<file path="src/tlik_pkg.sv">
`timescale 1ns / 1ps
package tlik_pkg;

  // field and datapath widths
  localparam int unsigned XW          = 11;
  localparam int unsigned LEN_W       = 10;
  localparam int unsigned IDX_W       = 2;
  localparam int unsigned SQ_W        = 21;
  localparam int unsigned D2_W        = 22;
  localparam int unsigned LSQ_W       = 20;
  localparam int unsigned SUM_W       = LEN_W + 1;
  localparam int unsigned N_W         = 23;
  localparam int unsigned MAG_W       = 22;
  localparam int unsigned RAD_W       = 44;
  localparam int unsigned ROOT_W      = RAD_W / 2;
  localparam int unsigned CW          = 34;
  localparam int unsigned ZW          = 26;
  localparam int unsigned INT_FRAC    = 16;
  localparam int unsigned PRESCALE    = 8;
  localparam int unsigned MAX_STAGES  = 24;
  localparam int unsigned ELBOW_W     = 12;
  localparam int unsigned SHOULDER_W  = 14;
  localparam int unsigned IN_TDATA_W  = 24;
  localparam int unsigned OUT_TDATA_W = 32;

  // parameter defaults
  localparam int unsigned ANGLE_FRAC_BITS_DEF = 4;
  localparam int unsigned CORDIC_STAGES_DEF   = 16;

  localparam logic [LEN_W-1:0] LEN_RESET = LEN_W'(200);

  // angles in 2^-16 degree
  localparam logic signed [ZW-1:0] DEG90  = ZW'(90 * (2 ** INT_FRAC));
  localparam logic signed [ZW-1:0] DEG180 = ZW'(180 * (2 ** INT_FRAC));

  // configuration register indexes
  typedef enum logic [IDX_W-1:0] {
    REG_UPPER_ARM = IDX_W'(0),
    REG_FOREARM   = IDX_W'(1)
  } cfg_reg_e;

  // link lengths and terms derived from them
  typedef struct packed {
    logic [LEN_W-1:0] l1;
    logic [LEN_W-1:0] l2;
    logic [LSQ_W-1:0] l1sq;
    logic [LSQ_W-1:0] l2sq;
    logic [RAD_W-1:0] den_e;
  } cfg_t;

  // front end result, one per item
  typedef struct packed {
    logic [RAD_W-1:0]        rad_e;
    logic [RAD_W-1:0]        rad_b;
    logic signed [N_W-1:0]   n_e;
    logic signed [N_W-1:0]   n_b;
    logic                    cl_e;
    logic                    cl_b;
    logic                    unreach;
    logic signed [XW-1:0]    x;
    logic signed [XW-1:0]    y;
  } front_t;

  // flags that ride alongside the cordic pipelines
  typedef struct packed {
    logic unreach;
    logic cl_e;
    logic neg_e;
    logic cl_b;
    logic neg_b;
  } side_t;

  // atan(2^-i) in 2^-16 degree, rounded to nearest
  function automatic logic signed [ZW-1:0] atan_lut(input int unsigned idx);
    logic signed [ZW-1:0] v;
    case (idx)
      0:       v = ZW'(2949120);
      1:       v = ZW'(1740967);
      2:       v = ZW'(919879);
      3:       v = ZW'(466945);
      4:       v = ZW'(234379);
      5:       v = ZW'(117304);
      6:       v = ZW'(58666);
      7:       v = ZW'(29335);
      8:       v = ZW'(14668);
      9:       v = ZW'(7334);
      10:      v = ZW'(3667);
      11:      v = ZW'(1833);
      12:      v = ZW'(917);
      13:      v = ZW'(458);
      14:      v = ZW'(229);
      15:      v = ZW'(115);
      16:      v = ZW'(57);
      17:      v = ZW'(29);
      18:      v = ZW'(14);
      19:      v = ZW'(7);
      20:      v = ZW'(4);
      21:      v = ZW'(2);
      22:      v = ZW'(1);
      default: v = '0;
    endcase
    return v;
  endfunction

endpackage

</file>
<file path="src/tlik_post.sv">
`timescale 1ns / 1ps
module tlik_post #(
  parameter int unsigned ANGLE_FRAC_BITS = tlik_pkg::ANGLE_FRAC_BITS_DEF
) (
  input  logic                                clk_i,
  input  logic                                rst_ni,
  input  logic                                en_i,
  input  logic                                valid_i,
  input  tlik_pkg::side_t                     side_i,
  input  logic signed [tlik_pkg::ZW-1:0]      z_e_i,
  input  logic signed [tlik_pkg::ZW-1:0]      z_b_i,
  input  logic signed [tlik_pkg::ZW-1:0]      z_a_i,
  output logic                                valid_o,
  output logic [tlik_pkg::ELBOW_W-1:0]        elbow_o,
  output logic [tlik_pkg::SHOULDER_W-1:0]     shoulder_o,
  output logic                                unreach_o
);
  import tlik_pkg::*;

  localparam int unsigned SH = INT_FRAC - ANGLE_FRAC_BITS;
  localparam int unsigned SW = ZW + 1;

  logic [1:0]           vld_q;
  logic signed [ZW-1:0] elbow1_q, beta1_q, alpha1_q;
  logic                 un1_q, un2_q;
  logic [ELBOW_W-1:0]   elbow2_q;
  logic [SHOULDER_W-1:0] shoulder2_q;

  logic signed [ZW-1:0] elbow_z, beta_z, alpha_z;
  logic signed [SW-1:0] sum, sum_r, elbow_r;

  // stage 1: clamp rules for both cosines and for alpha
  always_comb begin
    if (side_i.cl_e) begin
      elbow_z = side_i.neg_e ? DEG180 : '0;
    end else if (z_e_i < 0) begin
      elbow_z = '0;
    end else if (z_e_i > DEG180) begin
      elbow_z = DEG180;
    end else begin
      elbow_z = z_e_i;
    end

    if (side_i.cl_b) begin
      beta_z = side_i.neg_b ? DEG180 : '0;
    end else if (z_b_i < 0) begin
      beta_z = '0;
    end else if (z_b_i > DEG180) begin
      beta_z = DEG180;
    end else begin
      beta_z = z_b_i;
    end

    if (z_a_i > DEG180) begin
      alpha_z = DEG180;
    end else if (z_a_i < -DEG180) begin
      alpha_z = -DEG180;
    end else begin
      alpha_z = z_a_i;
    end
  end

  // stage 2: shoulder sum and rounding to the output unit
  assign sum     = SW'(beta1_q) + SW'(alpha1_q);
  assign sum_r   = (sum + (SW'(1) <<< (SH - 1))) >>> SH;
  assign elbow_r = (SW'(elbow1_q) + (SW'(1) <<< (SH - 1))) >>> SH;

  always_ff @(posedge clk_i or negedge rst_ni) begin
    if (!rst_ni) begin
      vld_q <= '0;
    end else if (en_i) begin
      vld_q <= {vld_q[0], valid_i};
    end
  end

  always_ff @(posedge clk_i) begin
    if (en_i) begin
      elbow1_q    <= elbow_z;
      beta1_q     <= beta_z;
      alpha1_q    <= alpha_z;
      un1_q       <= side_i.unreach;
      un2_q       <= un1_q;
      elbow2_q    <= un1_q ? '0 : elbow_r[ELBOW_W-1:0];
      shoulder2_q <= un1_q ? '0 : sum_r[SHOULDER_W-1:0];
    end
  end

  assign valid_o    = vld_q[1];
  assign elbow_o    = elbow2_q;
  assign shoulder_o = shoulder2_q;
  assign unreach_o  = un2_q;

endmodule

</file>
<file path="config.mk">
export PLATFORM = sky130hd
export DESIGN_NAME = tlik_post
export DESIGN_NICKNAME = d
export VERILOG_FILES = /design/src/tlik_pkg.sv /design/src/tlik_post.sv
export SDC_FILE = /design/constraint.sdc
export NUM_CORES = 1
export LEC_CHECK = 0
export BUFFER_PORTS_ARGS = -buffer_cell sky130_fd_sc_hd__clkbuf_2
export CAP_MARGIN = 10
export CORE_MARGIN = 5
export CORE_UTILIZATION = 59
export DETAILED_ROUTE_END_ITERATION = 8
export PLACE_DENSITY = 0.86
export SYNTH_ARGS = -nofsm -noshare
export SYNTH_HDL_FRONTEND = slang
export SYNTH_SLANG_ARGS = --single-unit
export TNS_END_PERCENT = 100
</file>
<file path="constraint.sdc">
create_clock -name clk_i -period 5.8 [get_ports clk_i]
set_clock_uncertainty 0.15 [all_clocks]
set_input_delay 0.58 -clock clk_i [delete_from_list [all_inputs] [get_ports clk_i]]
set_output_delay 0.58 -clock clk_i [all_outputs]
set_load 0.02 [all_outputs]
</file>
==> results of run 1 <==
-- layout make-up --
class | instances | area, µm² | area share, %
clock inverters | 7 | 111 | 1.81
inverters | 14 | 52.6 | 0.854
clock buffers | 9 | 124 | 2.01
well taps | 108 | 135 | 2.20
repair buffers | 116 | 591 | 9.59
multi-input cells | 329 | 2300 | 37.4
flip-flops and latches | 95 | 2840 | 46.2
-- state kept, by name (all words and copies together), names as in the netlist --
| name | cells |
|---|---|
| elbow_o | 12 |
| unreach_o | 1 |
| shoulder_o | 14 |
| vld_q | 2 |
| alpha1_q | 26 |
| un1_q | 1 |
| beta1_q | 26 |
| elbow1_q | 13 |
-- timing repair --
action,in CTS,in global routing
hold buffers,1,0
endpoints found under the setup margin,0,0
endpoints found under the hold margin,2,0
resized for setup,0,0
-- through the flow --
stage / area, µm² / util (%) / total power, W / hold slack (ns)
after floorplan: 5230 / - / 0.00115 / 0.134
after global placement: 5910 / 68.1 / 0.00127 / 0.215
after detailed placement: 5910 / 68.1 / 0.00129 / 0.216
after CTS: 6160 / 70.9 / 0.00178 / 0.247
after global routing: 6160 / 70.9 / 0.00187 / 0.238
final: 6160 / 70.9 / 0.00178 / 0.252
-- cell usage after synthesis (4+ instances only) --
library cell / count
sky130_fd_sc_hd__o2111ai_1: 4
sky130_fd_sc_hd__clkbuf_1: 9
sky130_fd_sc_hd__nor3_1: 9
sky130_fd_sc_hd__o21bai_1: 5
sky130_fd_sc_hd__xor2_1: 7
sky130_fd_sc_hd__and2_1: 47
sky130_fd_sc_hd__edfxtp_1: 93
sky130_fd_sc_hd__or3_1: 8
sky130_fd_sc_hd__nand2_1: 24
sky130_fd_sc_hd__xnor2_1: 11
sky130_fd_sc_hd__nor2_1: 35
sky130_fd_sc_hd__a21o_1: 15
sky130_fd_sc_hd__ha_1: 49
sky130_fd_sc_hd__inv_1: 14
sky130_fd_sc_hd__nand4_1: 6
sky130_fd_sc_hd__nand3_1: 12
sky130_fd_sc_hd__a211oi_1: 4
sky130_fd_sc_hd__a21oi_1: 20
sky130_fd_sc_hd__o21ai_0: 19
sky130_fd_sc_hd__nor4_1: 13
-- final timing paths --
check | endpoint | slack, ns | depth (start not counted)
setup reg to reg | shoulder_o[13] | 2.69 | 9
min in group asynchronous | vld_q[1] | 0.38 | 2
hold reg to reg | vld_q[1] | 0.37 | 1
setup / recovery | shoulder_o[13] | 2.69 | 9
max in group asynchronous | vld_q[0] | 5.03 | 2
hold / removal | un1_q | 0.25 | 1
-- where the power goes --
group	switching (W)	internal [W]
logic	0.000246	0.000175
clock network	0.000250	0.000252
registers	0.0000287	0.000830
total	0.000525	0.00126
-- kinds of logic (layout without fill, tap and decap cells) --
group / count (synthesis) / in the layout
buf+inv: 23 / 146
flops: 95 / 95
fa+ha+maj: 49 / 49
simple gates: 168 / 168
xor+xnor: 18 / 18
compound gates: 89 / 89
mux: 3 / 3
other cells: 1 / 2
-- routing by layer --
layer,GRT usage (%),vias up
met5,0,-
met4,7.22,0
met3,4.47,19
met2,34.8,170
met1,26.2,1845
li1,-,1910
-- critical path, stage by stage, from the launching register on --
cell	delay (ns)
sky130_fd_sc_hd__edfxtp_1	0.40
sky130_fd_sc_hd__ha_1	0.31
sky130_fd_sc_hd__ha_1	0.35
sky130_fd_sc_hd__a21o_1	0.22
sky130_fd_sc_hd__a211oi_1	0.33
sky130_fd_sc_hd__o221ai_2	0.20
sky130_fd_sc_hd__o21bai_2	0.25
sky130_fd_sc_hd__a21boi_2	0.13
sky130_fd_sc_hd__o2bb2ai_1	0.18
sky130_fd_sc_hd__mux2_2	0.34
==> results by group, run 1 <==
CTS
  • Later-pin clock latency in the skew report: 0.36 ns
  • Number of post-CTS setup repair buffers: 0
  • Total clock buffers created by CTS: 9
  • Cell at the root of the clock tree: sky130_fd_sc_hd__clkbuf_8
  • Clock tree from TritonCTS: done
  • Sinks on Clock Net: 95
  • Maximum root-to-sink buffer count: 2
  • H-tree level count: 3
  • Clock Pin Slew Worst Setup and Hold Paths: 0.10 ns

Placement
  • Placed wire-length estimate: 8420 µm
  • Number of port buffers: 114
  • Placer Congestion: 0.897
  • Cell total after placement: 661
  • Pre-CTS setup slack: 2.79 ns

Route
  • Residual DRC: 0
  • Met2 Routed Length: 5600 µm
  • Detailed-route via count: 3944
  • Final routed wire length divided by cell count: 16.4 µm
  • Number of detailed-route iterations in the first pass: 5
  • Met1 Routed Length: 4560 µm
  • Routed length on met3: 735 µm
  • Antenna-violating nets left: 0
  • Starting DRT DRC Count: 232
  • Max layer used: met4
  • Average via count per standard cell: 5.82
  • Total routed wirelength: 11100 µm

Global routing
  • Via count of the first global-routing pass: 3887
  • Antenna violations before repair: 0
  • Overall fraction of global-route tracks in use: 20.6%
  • Largest net degree at the start of global routing: 96
  • GR Overflow Total: 0
  • Global-route wire length before repair: 18300 µm

Worst setup path
  • Startpoint of the lowest-slack register-to-register path: beta1_q[5]
  • Sort of element at the end of the critical path: flip-flop
  • Nature of the critical path startpoint: flip-flop
  • Worst endpoint data arrival time: 3.08 ns
  • Required @ worst endpoint: 5.77 ns
  • WS Path Type: reg -> reg
  • Critical Path Start: beta1_q[5]
  • Max FO, Critical Path: 4

Timing
  • Final number of hold-violating endpoints: 0
  • Final worst slack: 2.69 ns
  • Setup total negative slack: 0 ns
  • Max-slew violations: 0
  • Final period utilization: 53.5%
  • Setup repair after global routing missed its margin: no
  • Slew Limit Headroom: 23.3%
  • Minimum clock period: 3.11 ns
  • Maximum clock rate: 0.322 GHz
  • Final setup viols: 0
  • Worst Max-Slew Pin Slew: 1.15 ns

Finish
  • Number of inserted diodes: 0
  • Proportion of layout cells with a drive suffix above 1: 24.9%
  • Area added between synthesis and finish: 17.8%
  • Filler cell count: 636
  • Number of standard cells in the layout, taps in and fillers out: 678
  • Most frequent cells in the layout: 113 x sky130_fd_sc_hd__clkbuf_2, 93 x sky130_fd_sc_hd__edfxtp_1, 49 x sky130_fd_sc_hd__ha_1
  • Most common cell after layout, fill and taps aside: sky130_fd_sc_hd__clkbuf_2
  • NumNets Final: 701

Yosys
  • Number of enable flip-flop cells after synthesis: 93
  • Post-synthesis area per instance: 11.7 µm²
  • Post-synth cell types: 47
  • Synth Area in Simple Gates: 17.0%
  • Post-Syn Instances: 446
  • Yosys synthesis warning count: 0
  • Post-synth ARST share: 2.11%
  • Post-synthesis instance area: 5230 µm²
  • Area share of the leading cell type in the synthesized netlist: 53.4%
  • Share of the synthesized area in compound gates (AO/OA/AOI/OAI): 11.4%
  • Parity-gate share of the synthesized area counting xor and xnor cells: 3.02%
  • Adder-cell share of the synthesized area: 11.7%
  • Cell type contributing the most total cell area after synthesis: sky130_fd_sc_hd__edfxtp_1
  • Sequential area share after synthesis: 54.4%
  • Ranking of synthesized cells by area: sky130_fd_sc_hd__edfxtp_1 53%, sky130_fd_sc_hd__ha_1 12%, sky130_fd_sc_hd__and2_1 5.6%, sky130_fd_sc_hd__nor2_1 2.5%, sky130_fd_sc_hd__a21o_1 2.2%
  • Share of synthesized area spent on multiplexers: 0.647%
  • Commonest register cell after synthesis: sky130_fd_sc_hd__edfxtp_1
  • Post-synthesis sequential element count: 95
  • Dominant combinational cell family by area after synthesis: simple AND/OR/NAND/NOR gates

Run status
  • Result of the run: completed

Power
  • Worst voltage drop across the vdd grid: 160 µV
  • Static leakage: 2.65 nW
  • Power density of the placed cells: 289 nW/µm²

Floorplan
  • Die Outline Area: 10800 µm²
  • Die X-Extent: 104 µm
  • Area of the core: 8680 µm²
  • Number of placed I/O pins: 115
  • Number of placement rows: 34
  • Initial Utilization: 60.2%
  • Die Span Y: 104 µm

Hold path
  • Startpoint of the worst hold path: side_i[4]
  • Hold WC Path Type: in -> reg

Job
  • Number of maximum-capacitance violations: 0
Note: power is estimated with default switching activity, not from simulation.
==> run 2, diff against run 1 <==
Settings changed: CORE_UTILIZATION 59 to 50, PLACE_DENSITY 0.86 to 0.77.
Clock period 5.8 ns to 2.5 ns, I/O delays scaled along.
==> results by group, run 2 (same netlist as run 1, synthesis figures left out) <==
Worst setup path
  • Sort of element at the end of the critical path: flip-flop (unchanged)
  • Cell family contributing the most delay on the critical path: compound AO/OA/AOI/OAI gates (unchanged)
  • Required @ worst endpoint: 2.47 ns (was 5.77 ns)
  • Critical Path Start: alpha1_q[5] (was beta1_q[5])
  • Slowest cell on the critical path: sky130_fd_sc_hd__edfxtp_1 (unchanged)
  • Nature of the critical path startpoint: flip-flop (unchanged)
  • Critical Path Most Common Cell: sky130_fd_sc_hd__ha_4 (was sky130_fd_sc_hd__ha_1)
  • Startpoint of the lowest-slack register-to-register path: alpha1_q[5] (was beta1_q[5])
  • Max FO, Critical Path: 3 (was 4)
  • Worst endpoint data arrival time: 2.81 ns (was 3.08 ns)
  • CP max stage delay: 0.44 ns (was 0.40 ns)
  • Count of buffering cells on the critical path with inverters included: 0 (unchanged)
  • Worst-path cell chain: ha_4 > ha_4 > a21o_1 > a221oi_2 > a211oi_2 > o311a_1 > or3_1 > and3b_1 (was ha_1 > ha_1 > a21o_1 > a211oi_1 > o221ai_2 > o21bai_2 > a21boi_2 > o2bb2ai_1 > mux2_2)
  • WS Path Type: reg -> reg (unchanged)

Floorplan
  • Die Outline Area: 12600 µm² (was 10800 µm²)
  • Die Span Y: 112 µm (was 104 µm)
  • Number of placement rows: 37 (was 34)
  • Die X-Extent: 112 µm (was 104 µm)
  • Area of the core: 10300 µm² (was 8680 µm²)
  • Initial Utilization: 50.8% (was 60.2%)
  • Number of placed I/O pins: 115 (unchanged)

Finish
  • Area added between synthesis and finish: 32.4% (was 17.8%)
  • Number of inserted diodes: 0 (unchanged)
  • Final std cell area, no fill: 6920 µm² (was 6160 µm²)
  • Most common cell after layout, fill and taps aside: sky130_fd_sc_hd__clkbuf_2 (unchanged)
  • Most frequent cells in the layout: 113 x sky130_fd_sc_hd__clkbuf_2, 93 x sky130_fd_sc_hd__edfxtp_1, 47 x sky130_fd_sc_hd__and2_1 (was 113 x sky130_fd_sc_hd__clkbuf_2, 93 x sky130_fd_sc_hd__edfxtp_1, 49 x sky130_fd_sc_hd__ha_1)
  • Filler cell count: 739 (was 636)
  • Proportion of layout cells with a drive suffix above 1: 38.1% (was 24.9%)
  • NumNets Final: 735 (was 701)

Timing
  • Setup total negative slack: -2.12 ns (was 0 ns)
  • Worst Max-Slew Pin Slew: 0.759 ns (was 1.15 ns)
  • Max-slew violations: 0 (unchanged)
  • Final setup viols: 14 (was 0)
  • Final worst slack: -0.334 ns (was 2.69 ns)
  • Final period utilization: 113% (was 53.5%)
  • Maximum clock rate: 0.353 GHz (was 0.322 GHz)
  • Slew Limit Headroom: 49.0% (was 23.3%)
  • Minimum clock period: 2.83 ns (was 3.11 ns)
  • Setup repair after global routing missed its margin: yes (was no)
  • Final number of hold-violating endpoints: 0 (unchanged)

CTS
  • Later-pin clock latency in the skew report: 0.36 ns (about the same)
  • Total clock buffers created by CTS: 9 (unchanged)
  • Cell at the root of the clock tree: sky130_fd_sc_hd__clkbuf_8 (unchanged)
  • H-tree level count: 3 (unchanged)
  • Maximum root-to-sink buffer count: 2 (unchanged)
  • Clock Pin Slew Worst Setup and Hold Paths: 0.09 ns (was 0.10 ns)
  • Clock tree from TritonCTS: done (unchanged)
  • Sinks on Clock Net: 95 (unchanged)

Route
  • Starting DRT DRC Count: 228 (was 232)
  • Antenna-violating nets left: 0 (unchanged)
  • Average via count per standard cell: 5.47 (was 5.82)
  • Detailed-route via count: 4051 (was 3944)
  • Number of detailed-route iterations in the first pass: 5 (unchanged)
  • Total routed wirelength: 11800 µm (was 11100 µm)
  • Residual DRC: 0 (unchanged)
  • Final routed wire length divided by cell count: 16.0 µm (was 16.4 µm)

Global routing
  • Global-route wire length before repair: 18500 µm (was 18300 µm)
  • Largest net degree at the start of global routing: 46 (was 96)
  • Overall fraction of global-route tracks in use: 18.0% (was 20.6%)
  • GR Overflow Total: 0 (unchanged)
  • Antenna violations before repair: 0 (unchanged)
  • Via count of the first global-routing pass: 4054 (was 3887)

Power
  • Static leakage: 2.84 nW (was 2.65 nW)
  • Worst voltage drop across the vdd grid: 383 µV (was 160 µV)
  • Power density of the placed cells: 630 nW/µm² (was 289 nW/µm²)

Placement
  • Number of port buffers: 114 (unchanged)
  • Placed cell areas: 6260 µm² (was 5910 µm²)
  • Placed wire-length estimate: 8550 µm (was 8420 µm)
  • Pre-CTS setup slack: -0.263 ns (was 2.79 ns)
  • Placer Congestion: 0.883 (was 0.897)

Run status
  • Result of the run: complete, but fails checks (was completed)
  • Violations in the final reports: negative setup slack

Hold path
  • Startpoint of the worst hold path: z_b_i[14] (was side_i[4])
  • Hold WC Path Type: in -> reg (unchanged)

Job
  • Number of maximum-capacitance violations: 0 (unchanged)
run 2: report_power, final:
| group | internal [W] | total [W] | switching (W) |
|---|---|---|---|
| registers | 0.00192 | 0.00200 | 0.0000763 |
| clock network | 0.000463 | 0.000997 | 0.000533 |
| logic | 0.000651 | 0.00136 | 0.000710 |
| total | 0.00304 | 0.00436 | 0.00132 |
run 2: repair_timing:
item                                   CTS  global route
hold buffers                             3             0
setup endpoints to repair               14            14
pin swaps                                5            21
resized for setup                       26            33
endpoints found under the hold margin    4             0
buffers inserted                         3             4
run 2: path summary, 6_finish.rpt:
| kind | depth (start not counted) | slack [ns] | end |
|---|---|---|---|
| setup reg to reg | 8 | -0.33 | shoulder_o[6] |
| min in group asynchronous | 2 | 0.05 | vld_q[1] |
| hold / removal | 2 | 0.02 | beta1_q[14] |
| max in group asynchronous | 2 | 2.05 | vld_q[0] |
| setup / recovery | 8 | -0.33 | shoulder_o[6] |
| hold reg to reg | 1 | 0.37 | vld_q[1] |
run 2: layout make-up:
class / count / area [µm²] / share of cell area, %
Inverter: 14 / 52.6 / 0.760
Sequential cell: 95 / 2840 / 41.1
Multi-Input combinational cell: 329 / 2790 / 40.3
Clock buffer: 9 / 124 / 1.79
Timing Repair Buffer: 150 / 867 / 12.5
Tap cell: 136 / 170 / 2.46
Clock inverter: 7 / 71.3 / 1.03
run 2: routing by layer:
layer	vias to the layer above	share of wire, %	track usage [%]
met5	-	0	0
met4	0	2.8	6.41
met3	38	6.5	4.31
met2	175	49	30.1
met1	1858	42	22.8
li1	1980	-	-
run 2: through the flow:
| stage | hold slack [ns] | cells | util [%] | total power, W |
|---|---|---|---|---|
| after CTS | 0.0140 | 737 | 64.7 | 0.00422 |
| final | 0.0236 | 740 | 67.3 | 0.00436 |
| after global placement | -0.116 | 715 | 60.9 | 0.00311 |
| after floorplan | -0.196 | 447 | - | 0.00271 |
| after global routing | 0.0133 | 740 | 67.3 | 0.00461 |
| after detailed placement | -0.112 | 715 | 60.9 | 0.00314 |
